===== config.mk =====
export PLATFORM = sky130hd
export DESIGN_NAME = timed_actuator_travel_fsm
export DESIGN_NICKNAME = d
export VERILOG_FILES = /design/src/hdl/tatf_pkg.sv /design/src/hdl/timed_actuator_travel_fsm.sv
export VERILOG_INCLUDE_DIRS = /design/src /design/src/hdl
export SDC_FILE = /design/constraint.sdc
export NUM_CORES = 1
export LEC_CHECK = 0
export BUFFER_PORTS_ARGS = -buffer_cell sky130_fd_sc_hd__clkbuf_2
export CAP_MARGIN = 20
export CORE_ASPECT_RATIO = 0.8
export CORE_MARGIN = 2
export CORE_UTILIZATION = 30
export CTS_BUF_LIST = sky130_fd_sc_hd__clkbuf_16
export DETAILED_ROUTE_END_ITERATION = 16
export SYNTH_ARGS = -nofsm -noshare
export SYNTH_HDL_FRONTEND = slang
export SYNTH_SLANG_ARGS = --single-unit
export TNS_END_PERCENT = 10

===== constraint.sdc =====
create_clock -name clk -period 6.1 [get_ports clk]
set_input_delay 1.22 -clock clk [delete_from_list [all_inputs] [get_ports clk]]
set_output_delay 1.22 -clock clk [all_outputs]
set_load 0.01 [all_outputs]

===== src/hdl/assert_macros.svh =====
// assertion helpers for the rtl file timed_actuator_travel_fsm
`ifndef ASSERT_MACROS_SVH
`define ASSERT_MACROS_SVH

// property checked on every rising edge of clk, off while reset is low
`define ASSERT_CLK(label, prop, msg) \
	label: assert property (@(posedge clk) disable iff (!arst_n) (prop)) \
		else $error(msg);

// expression that must never be true while out of reset
`define ASSERT_NEVER(label, expr, msg) \
	label: assert property (@(posedge clk) disable iff (!arst_n) !(expr)) \
		else $error(msg);

`endif


===== src/hdl/tatf_pkg.sv =====
`timescale 1ns / 1ps
`default_nettype none
// ----------------------------------------------------------------------------
// tatf_pkg
// types and constants for the timed actuator travel controller
// ----------------------------------------------------------------------------
package tatf_pkg;

	localparam int TIME_WIDTH = 32;
	localparam int ELAPSED_W  = 32;
	localparam int TRAVEL_W   = 31;
	localparam int DWELL_W    = 32;
	localparam int CFG_W      = 32;
	// wide enough for any operand plus one carry bit
	localparam int SUM_W      = ((TIME_WIDTH > ELAPSED_W) ? TIME_WIDTH : ELAPSED_W) + 1;

	localparam logic [TIME_WIDTH-1:0] TIMER_MAX = '1;
	localparam logic [DWELL_W-1:0]    DWELL_DISABLED = '1;

	typedef enum logic [1:0] {
		CFG_TRAVEL_ON  = 2'd0,
		CFG_TRAVEL_OFF = 2'd1,
		CFG_ON_DWELL   = 2'd2,
		CFG_OFF_DWELL  = 2'd3
	} cfg_index_t;

	typedef enum logic [1:0] {
		KIND_TICK = 2'd0,
		KIND_ON   = 2'd1,
		KIND_OFF  = 2'd2
	} kind_t;

	typedef enum logic [1:0] {
		PH_OFF      = 2'd0,
		PH_TRAV_ON  = 2'd1,
		PH_ON       = 2'd2,
		PH_TRAV_OFF = 2'd3
	} phase_t;

	typedef enum logic [2:0] {
		EV_NONE     = 3'd0,
		EV_TRAV_ON  = 3'd1,
		EV_TRAV_OFF = 3'd2,
		EV_AT_ON    = 3'd3,
		EV_AT_OFF   = 3'd4
	} event_t;

	typedef struct packed {
		kind_t                 kind;
		logic [ELAPSED_W-1:0]  elapsed_us;
	} in_word_t;

	typedef struct packed {
		logic   drive_level;
		phase_t phase;
		event_t event_res;
	} out_word_t;

endpackage
`default_nettype wire


===== src/hdl/timed_actuator_travel_fsm.sv =====
`timescale 1ns / 1ps
`default_nettype none
// ----------------------------------------------------------------------------
// timed_actuator_travel_fsm
// four-phase actuator controller: travel on, on, travel off, off
// ----------------------------------------------------------------------------
// Takes one word per clock while out_stall does not hold the output and
// returns one result word for every input word, in order. A word is
// registered on acceptance, evaluated against the phase and phase timer and
// written to the output register; the phase and timer update on that same
// edge, which keeps the next word in the input register seeing the new state
// and sustains one word per cycle. Only out_stall slows the block: a held
// output register holds the input register, and in_stall then rises. Ticks
// compare the timer with the travel or dwell time of the current phase,
// advance at most one phase, then add elapsed_us with saturation at the timer
// maximum. Dwell registers with the sign bit set (nominally -1) disable the
// automatic switch. The user must write configuration through cfg_we /
// cfg_index / cfg_data while no word is in flight; the block does not enforce it.
// ----------------------------------------------------------------------------
`include "assert_macros.svh"

module timed_actuator_travel_fsm (
	input  wire logic                   clk,
	input  wire logic                   arst_n,
	// input channel
	input  wire logic                   in_valid,
	output      logic                   in_stall,
	input  wire tatf_pkg::in_word_t     in_data,
	// output channel
	output      logic                   out_valid,
	input  wire logic                   out_stall,
	output      tatf_pkg::out_word_t    out_data,
	// configuration write port
	input  wire logic                   cfg_we,
	input  wire tatf_pkg::cfg_index_t   cfg_index,
	input  wire logic [tatf_pkg::CFG_W-1:0] cfg_data
);
	import tatf_pkg::*;

	// configuration registers
	logic [TRAVEL_W-1:0]   travel_on_q;
	logic [TRAVEL_W-1:0]   travel_off_q;
	logic [DWELL_W-1:0]    on_dwell_q;
	logic [DWELL_W-1:0]    off_dwell_q;

	// input register
	logic                  valid_s1;
	in_word_t              data_s1;

	// controller state
	phase_t                phase_q;
	phase_t                phase_next;
	logic [TIME_WIDTH-1:0] timer_q;
	logic [TIME_WIDTH-1:0] timer_next;
	event_t                event_next;

	// handshake
	logic                  out_free;
	logic                  adv_s1;
	logic                  take_in;

	// phase checks
	logic                  travel_on_done;
	logic                  travel_off_done;
	logic                  on_dwell_done;
	logic                  off_dwell_done;
	logic                  is_on;
	logic [TIME_WIDTH-1:0] timer_mid;
	logic [SUM_W-1:0]      timer_sum;

	// ------------------------------------------------------------------------
	// configuration writes
	// ------------------------------------------------------------------------
	always_ff @(posedge clk or negedge arst_n) begin
		if (!arst_n) begin
			travel_on_q  <= '0;
			travel_off_q <= '0;
			on_dwell_q   <= DWELL_DISABLED;
			off_dwell_q  <= DWELL_DISABLED;
		end else if (cfg_we) begin
			unique case (cfg_index)
				CFG_TRAVEL_ON:  travel_on_q  <= cfg_data[TRAVEL_W-1:0];
				CFG_TRAVEL_OFF: travel_off_q <= cfg_data[TRAVEL_W-1:0];
				CFG_ON_DWELL:   on_dwell_q   <= cfg_data[DWELL_W-1:0];
				CFG_OFF_DWELL:  off_dwell_q  <= cfg_data[DWELL_W-1:0];
				default: ;
			endcase
		end
	end

	// ------------------------------------------------------------------------
	// handshake: output register frees when empty or taken this cycle,
	// input register moves on whenever the output register can take it
	// ------------------------------------------------------------------------
	assign out_free = !out_valid || !out_stall;
	assign adv_s1   = valid_s1 && out_free;
	assign in_stall = valid_s1 && !out_free;
	assign take_in  = in_valid && !in_stall;

	always_ff @(posedge clk or negedge arst_n) begin
		if (!arst_n) begin
			valid_s1 <= 1'b0;
		end else if (take_in) begin
			valid_s1 <= 1'b1;
		end else if (adv_s1) begin
			valid_s1 <= 1'b0;
		end
	end

	always_ff @(posedge clk) begin
		if (take_in) begin
			data_s1 <= in_data;
		end
	end

	// ------------------------------------------------------------------------
	// phase checks against the current timer
	// ------------------------------------------------------------------------
	assign travel_on_done  = SUM_W'(timer_q) >= SUM_W'(travel_on_q);
	assign travel_off_done = SUM_W'(timer_q) >= SUM_W'(travel_off_q);
	// sign bit set disables the dwell
	assign on_dwell_done   = !on_dwell_q[DWELL_W-1]
		&& (SUM_W'(timer_q) >= SUM_W'(on_dwell_q[DWELL_W-2:0]));
	assign off_dwell_done  = !off_dwell_q[DWELL_W-1]
		&& (SUM_W'(timer_q) >= SUM_W'(off_dwell_q[DWELL_W-2:0]));
	assign is_on = (phase_q == PH_TRAV_ON) || (phase_q == PH_ON);

	// ------------------------------------------------------------------------
	// next phase
	// ------------------------------------------------------------------------
	always_comb begin
		phase_next = phase_q;
		unique case (data_s1.kind)
			KIND_TICK: begin
				unique case (phase_q)
					PH_TRAV_ON:  if (travel_on_done)  phase_next = PH_ON;
					PH_ON:       if (on_dwell_done)   phase_next = PH_TRAV_OFF;
					PH_TRAV_OFF: if (travel_off_done) phase_next = PH_OFF;
					PH_OFF:      if (off_dwell_done)  phase_next = PH_TRAV_ON;
					default:     phase_next = phase_q;
				endcase
			end
			KIND_ON:  if (!is_on) phase_next = PH_TRAV_ON;
			KIND_OFF: if (is_on)  phase_next = PH_TRAV_OFF;
			default:  phase_next = phase_q;
		endcase
	end

	// ------------------------------------------------------------------------
	// event code and timer update
	// ------------------------------------------------------------------------
	always_comb begin
		event_next = EV_NONE;
		timer_mid  = timer_q;
		timer_sum  = '0;
		timer_next = timer_q;
		unique case (data_s1.kind)
			KIND_TICK: begin
				unique case (phase_q)
					PH_TRAV_ON: if (travel_on_done) begin
						event_next = EV_AT_ON;
						timer_mid  = '0;
					end
					PH_ON: if (on_dwell_done) begin
						// dwell ran out: switch off automatically
						event_next = EV_TRAV_OFF;
						timer_mid  = '0;
					end
					PH_TRAV_OFF: if (travel_off_done) begin
						event_next = EV_AT_OFF;
						timer_mid  = '0;
					end
					PH_OFF: if (off_dwell_done) begin
						event_next = EV_TRAV_ON;
						timer_mid  = '0;
					end
					default: event_next = EV_NONE;
				endcase
				// add elapsed time, saturating at the timer maximum
				timer_sum = SUM_W'(timer_mid) + SUM_W'(data_s1.elapsed_us);
				if (timer_sum > SUM_W'(TIMER_MAX)) begin
					timer_next = TIMER_MAX;
				end else begin
					timer_next = timer_sum[TIME_WIDTH-1:0];
				end
			end
			KIND_ON: if (!is_on) begin
				event_next = EV_TRAV_ON;
				timer_next = '0;
			end
			KIND_OFF: if (is_on) begin
				event_next = EV_TRAV_OFF;
				timer_next = '0;
			end
			default: event_next = EV_NONE;
		endcase
	end

	// ------------------------------------------------------------------------
	// state and output register, both advance with the input register
	// ------------------------------------------------------------------------
	always_ff @(posedge clk or negedge arst_n) begin
		if (!arst_n) begin
			phase_q <= PH_OFF;
			timer_q <= '0;
		end else if (adv_s1) begin
			phase_q <= phase_next;
			timer_q <= timer_next;
		end
	end

	always_ff @(posedge clk or negedge arst_n) begin
		if (!arst_n) begin
			out_valid <= 1'b0;
		end else if (out_free) begin
			out_valid <= valid_s1;
		end
	end

	always_ff @(posedge clk) begin
		if (adv_s1) begin
			out_data.drive_level <= (phase_next == PH_TRAV_ON) || (phase_next == PH_ON);
			out_data.phase       <= phase_next;
			out_data.event_res   <= event_next;
		end
	end

	// ------------------------------------------------------------------------
	// assertions
	// ------------------------------------------------------------------------
	`ASSERT_CLK(a_level_follows_phase, out_valid |-> (out_data.drive_level == ((out_data.phase == PH_TRAV_ON) || (out_data.phase == PH_ON))), "drive level disagrees with phase")
	`ASSERT_CLK(a_trav_on_event_phase, (out_valid && (out_data.event_res == EV_TRAV_ON)) |-> (out_data.phase == PH_TRAV_ON), "travel on event without travel on phase")
	`ASSERT_CLK(a_state_holds_idle, !adv_s1 |=> ($stable(phase_q) && $stable(timer_q)), "state changed without a word")
	`ASSERT_NEVER(a_stall_needs_word, in_stall && !valid_s1, "input stalled with empty input register")

endmodule
`default_nettype wire

======== After elaboration in Yosys (flattened, before gate mapping) ========
Index checks and enable logic that the tools add are counted.
cells by class
  add/subtract/negate cells ............... 1
  order comparisons ....................... 5
  equal/unequal tests ..................... 12
  multiplexer cells ....................... 28
  reduce and logical (&&, ||, !) cells .... 24
operators with widths
  operator              number
  $mux 32               8
  $ge 32x31->1          4
  $pmux 32 s4           1
  $pmux 32 s3           1
  $add 32x32->33        1
  $gt 33x32->1 const B  1
  $mux 2                9
  $eq 2x2->1 const B    6
  $pmux 3 s4            1
  $pmux 3 s3            1
  $eq 2x1->1 const B    4
  $pmux 2 s4            1
  $reduce_and 2->1      4
  $logic_not 1->1       6
  $logic_not 2->1       3
  $pmux 2 s3            1
  $logic_and 1x1->1     5
  $mux 1                4
  $ne 2x2->1 const B    2
  $reduce_and 4->1      1
  $logic_or 1x1->1      3
  $mux 3                1
  $reduce_bool 3->1     1
  $reduce_bool 2->1     1
word-level totals
  bits in registers ....................... 202
  input port bits ......................... 73
  output and inout port bits .............. 8
  word-level logic and storage cells ...... 83

======== Longest topological paths before layout ========
  depth after elaboration ................. 9
  mapped depth ............................ 24
  depth with buffers taken out ............ 22

======== Worst setup path after synthesis ========
OpenSTA, ideal clock, no wires.
  path type ............................... register -> register
  from .................................... register off_dwell_q[30]
  to ...................................... register timer_q[29]
  library setup time ...................... 0.128 ns
  data arrival time ....................... 5.474 ns
  data required time ...................... 5.972 ns
  setup slack ............................. 0.498 ns
  cell stages (with the launch flop) ...... 24
  path buffers ............................ 1
  period minus slack after synthesis ...... 5.602 ns
  path through ............................ dfstp_2 > inv_1 > ha_1 > nand4b_1 > or2_2 > a211oi_1 > o21ai_0 > o21ai_0 > nand2_1 > a22o_1 > o21ai_0 > clkbuf_1 > a21oi_1 > ha_1 > fa_1 > a211oi_2 > o211ai_1 > a221o_1 > o21ai_1 > a31oi_1 > a221o_1 > a311o_1 > nor4_1 > nor3_1
on the way
  word-level cells in the longest chain between the ends .. 9
RTL lines
  item                    line                              RTL
  from (decl)             timed_actuator_travel_fsm.sv:44   logic [DWELL_W-1:0] off_dwell_q;
  from (signal assigned)  timed_actuator_travel_fsm.sv:85   CFG_OFF_DWELL: off_dwell_q <= cfg_data[DWELL_W-1:0];
  $ge 32x31->1 (*)        timed_actuator_travel_fsm.sv:125  && (SUM_W'(timer_q) >= SUM_W'(off_dwell_q[DWELL_W-2:0]));
  $logic_and 1x1->1 (*)   timed_actuator_travel_fsm.sv:125
  $mux 32 (*)             timed_actuator_travel_fsm.sv:173  PH_OFF: if (off_dwell_done) begin
  $pmux 32 s4 (*)         timed_actuator_travel_fsm.sv:159  unique case (phase_q)
  $mux 32 (*)             timed_actuator_travel_fsm.sv:157  unique case (data_s1.kind)
  $add 32x32->33 (*)      timed_actuator_travel_fsm.sv:180  timer_sum = SUM_W'(timer_mid) + SUM_W'(data_s1.elapsed_us);
  $gt 33x32->1            timed_actuator_travel_fsm.sv:181  if (timer_sum > SUM_W'(TIMER_MAX)) begin
  $mux 32 (*)             timed_actuator_travel_fsm.sv:181
  $pmux 32 s3 (*)         timed_actuator_travel_fsm.sv:157
  to (signal assigned)    timed_actuator_travel_fsm.sv:208  timer_q <= timer_next;
  to (decl)               timed_actuator_travel_fsm.sv:53   logic [TIME_WIDTH-1:0] timer_q;
Mark *: on every way between the ends. The rest lies on a longest branch, timed or not. The select of a mux whose other input is x is not followed.
A chain may end at the register's enable or synchronous reset.

======== Worst setup path after layout ========
  from .................................... register timer_q[20]
  to ...................................... register timer_q[20]
on the way
  word-level cells in the longest chain between the ends .. 9
  elaborated cells between the ends (all ways) .. 16
  those cells by class .................... add/sub (1); order compare (5); mux (8); reduce/logical (2)
RTL lines
  item                                         line
  $ge 32x31->1, on equally long branches       timed_actuator_travel_fsm.sv:125, timed_actuator_travel_fsm.sv:123
  $logic_and 1x1->1, on equally long branches  timed_actuator_travel_fsm.sv:125, timed_actuator_travel_fsm.sv:123
  $mux 32, on equally long branches            timed_actuator_travel_fsm.sv:173, timed_actuator_travel_fsm.sv:164
  $pmux 32 s4 (*)                              timed_actuator_travel_fsm.sv:159
  $mux 32 (*)                                  timed_actuator_travel_fsm.sv:157
  $add 32x32->33 (*)                           timed_actuator_travel_fsm.sv:180
  $gt 33x32->1                                 timed_actuator_travel_fsm.sv:181
  $mux 32 (*)                                  timed_actuator_travel_fsm.sv:181
  $pmux 32 s3 (*)                              timed_actuator_travel_fsm.sv:157
Marks and branches as above.

==> summary by stage <==
Status
The run finished with clean final reports.

Placement
Routability-driven placement finished with a final weighted congestion of 0.882. The count of buffers added on input and output ports is 80. Summed over all nets, the half-perimeter wirelength after detailed placement is 25.7 mm.

Yosys
Among all flip-flop cells after synthesis, the most frequent one is sky130_fd_sc_hd__dfrtp_1. The per-instance average area after synthesis is 10.3 sq um. Synthesis produced a netlist whose cell count is 1,241. The fraction of registers with async set/reset is 0.802. Yosys mapped the design onto 65 distinct sky130hd cell types. The flip-flop and latch count after synthesis is 202. The number of nets in the synthesized netlist is 1,488. The summed instance area of the synthesized netlist is 12,800 sq um. By area the synthesized netlist is led by sky130_fd_sc_hd__dfrtp_1 (19%), sky130_fd_sc_hd__ha_1 (17%), sky130_fd_sc_hd__dfstp_2 (13%), sky130_fd_sc_hd__edfxtp_1 (9.4%), sky130_fd_sc_hd__mux2_2 (8.4%).

The share of the synthesized area in the top cell type is 0.191. During synthesis, Yosys emitted a total of 0 warnings. Counting flops with a built-in enable in the synthesized netlist gives 40.

The biggest area contributor in the post-synthesis netlist is sky130_fd_sc_hd__dfrtp_1. For this run, the register share of the synthesized area comes to 0.417.

Setup path
The arrival time reported for the critical path endpoint is 6.11 ns. The worst setup path is launched from a register. In this run the worst path has a maximum fanout of 15. The critical path data required time is 6.53 ns. The path type of the worst setup path is register to register. The endpoint type of the worst setup path is a register.

Power
The worst-case IR drop observed on VDD is 0.236 mV. The total power after layout is 6720 uW. In this run the power density over the cells is 450 nW/um^2. The analysis attributes to cell leakage a power of 0.00718 uW.

Global route
The overall fraction of global-route tracks in use is 0.152. The first-pass GRT wire length is 54.2 mm. The initial antenna violation count is 2. The overall overflow remaining after global route is 0.

The via count of the first global-routing pass came to 9,691. The maximum number of pins on one net before global-route repair is 62.

STA
The total negative slack is 0 ns. Clock skew on the completed layout was measured at 0.0207 ns. For the finished layout, the period the worst path requires is 5.69 ns. The share of the cycle needed by the critical path after routing is 0.932. The count of pins over their slew limit is 0. The count of endpoints failing hold in the final timing report is 0. The number of setup violations in the final report is 0.

The measured slew at the worst slew-check pin is 1.03 ns. The worst-case headroom to the max-slew limit is 0.313. Based on the critical path, the design can be clocked at up to 176 MHz.

Clock network
The clock passes through at most 3 buffers. The clock slew at the register clock pins of the worst setup and hold paths is 0.06 ns. In this run the number of H-tree levels came out at 1. The number of sinks on the clock net is 202. The count of buffers added by post-CTS timing repair for setup is 0. TritonCTS built the clock tree. The clock tree root driver cell is sky130_fd_sc_hd__clkbuf_16. The worst-skew pair later-pin latency is 0.54 ns. The number of clock buffers added by TritonCTS is 25.

Detailed routing
The count of nets left with antenna violations once routing finished came out at 0. After detailed routing, the number of remaining DRC violations is 0. The number of vias per cell after detailed routing is 5.01. The routed via count is 9,655. After detailed routing, the total wire length is 33.8 mm.

The detailed router's first-iteration violation count is 621. The average routed wire per standard cell is 17.5 um. The number of iterations in the first detailed-routing pass is 5.

Floorplan
The region available for standard cell placement spans 42,000 sq um. The number of top-level pins is 81. The initialized floorplan defines 67 standard-cell rows.

The vertical die dimension is 189 um. For this configuration, the core starts out at a cell density of 0.305. The die span in x is 235 um. The area of the die is 44,400 sq um.

Layout
Leaving out fill and tap cells, the most frequent cell in the layout is sky130_fd_sc_hd__ha_1. Counting the fill cells in the layout gives 4,176. The fraction of layout instances using a drive strength above 1 is 0.240. In the layout the commonest cells are sky130_fd_sc_hd__ha_1 (173), sky130_fd_sc_hd__inv_1 (160), sky130_fd_sc_hd__nand2_1 (100). The number of nets at the end of the flow is 1,601. The synthesis-to-layout area growth is 16.5%.

Run
Across the run, the number of max-cap violations was 0.

Min path
The path class of the lowest-slack min-delay path is register to register.
[critical path, stage by stage, from the launching register on]
cell	delay, ns
sky130_fd_sc_hd__dfrtp_1	0.54
sky130_fd_sc_hd__ha_1	0.36
sky130_fd_sc_hd__nand4_1	0.11
sky130_fd_sc_hd__nor3_1	0.42
sky130_fd_sc_hd__o211a_1	0.21
sky130_fd_sc_hd__o311a_1	0.25
sky130_fd_sc_hd__nor2_1	0.08
sky130_fd_sc_hd__a22o_1	0.28
sky130_fd_sc_hd__o21ai_2	0.19
sky130_fd_sc_hd__buf_12	0.16
sky130_fd_sc_hd__a21oi_1	0.07
sky130_fd_sc_hd__ha_1	0.21
sky130_fd_sc_hd__fa_1	0.40
sky130_fd_sc_hd__a211oi_2	0.26
sky130_fd_sc_hd__o211ai_1	0.16
sky130_fd_sc_hd__a221o_1	0.35
sky130_fd_sc_hd__o21ai_2	0.17
sky130_fd_sc_hd__a31oi_1	0.13
sky130_fd_sc_hd__a221o_1	0.38
sky130_fd_sc_hd__a311oi_2	0.33
sky130_fd_sc_hd__buf_6	0.21
sky130_fd_sc_hd__o21ai_1	0.09
sky130_fd_sc_hd__a22o_1	0.20
[worst paths after layout]
check                      cells past startpoint               end  slack (ns)   startpoint
min in group asynchronous                      1  travel_off_q[18]        0.65       arst_n
max in group asynchronous                      2    travel_on_q[5]        4.31       arst_n
setup / recovery                              22       timer_q[20]        0.41  timer_q[20]
hold / removal                                 1         out_valid        0.50     valid_s1
setup reg to reg                              22       timer_q[20]        0.41  timer_q[20]
hold reg to reg                                1         out_valid        0.50     valid_s1
[final cells by class]
class	instances	area, sq um	share of cell area
multi-input cells	855	6820	0.457
clock buffers	25	626	0.0419
flip-flops and latches	202	5340	0.357
repair buffers	120	748	0.0501
well taps	552	691	0.0463
diodes	2	5.00	0.000335
clock inverters	21	145	0.00972
inverters	150	563	0.0377
[metal layers]
layer	wire length, um	share of wire	global-route usage
met1	17600	0.52	0.233
met2	14100	0.42	0.226
met3	1540	0.045	0.0248
met4	520	0.015	0.0265
met5	0	0	0
[state kept, by name (all words and copies together), names as in the netlist]
register and flops:
valid_s1 1, data_s1 34, phase_q 2, travel_off_q 31
out_valid 1, timer_q 32, travel_on_q 31, off_dwell_q 32
out_data 6, on_dwell_q 32
[cell usage after synthesis (all sizes together), types with 25 or more instances]
cell type / instances
a21boi: 30
a21o: 43
a21oi: 74
clkbuf: 25
dfrtp: 98
dfstp: 64
edfxtp: 40
ha: 173
inv: 150
mux2: 96
nand2: 100
nor2: 30
o21ai: 84
[through the flow]
step,area (sq um),setup WS (ns),hold slack [ns],instances,util
after floorplan,12800,0.498,0.456,1241,-
after global placement,14100,0.217,0.465,1878,0.336
after detailed placement,14100,0.195,0.491,1878,0.336
after CTS,14900,0.136,0.505,1924,0.354
after global routing,14900,-0.00865,0.515,1925,0.355
final,14900,0.413,0.503,1927,0.355
[kinds of logic after synthesis]
kind of cell | count (synthesis) | share of synthesized area
flops | 202 | 0.417
fa+ha+maj | 174 | 0.171
compound gates | 344 | 0.177
buf+inv | 184 | 0.0541
mux | 97 | 0.0852
simple gates | 214 | 0.0784
xor+xnor | 26 | 0.0178
[timing repair]
item	4_1_cts	5_1_grt
hold buffers	0	0
endpoints found under the setup margin	0	32
gates resized for setup	0	9
[report_power, final]
group          internal (uW)  switching (uW)  total, uW
clock                    826             602       1430
sequential              1730             322       2050
combinational           1430            1810       3240
total                   3980            2740       6720
(Power assumes the default switching activity.)
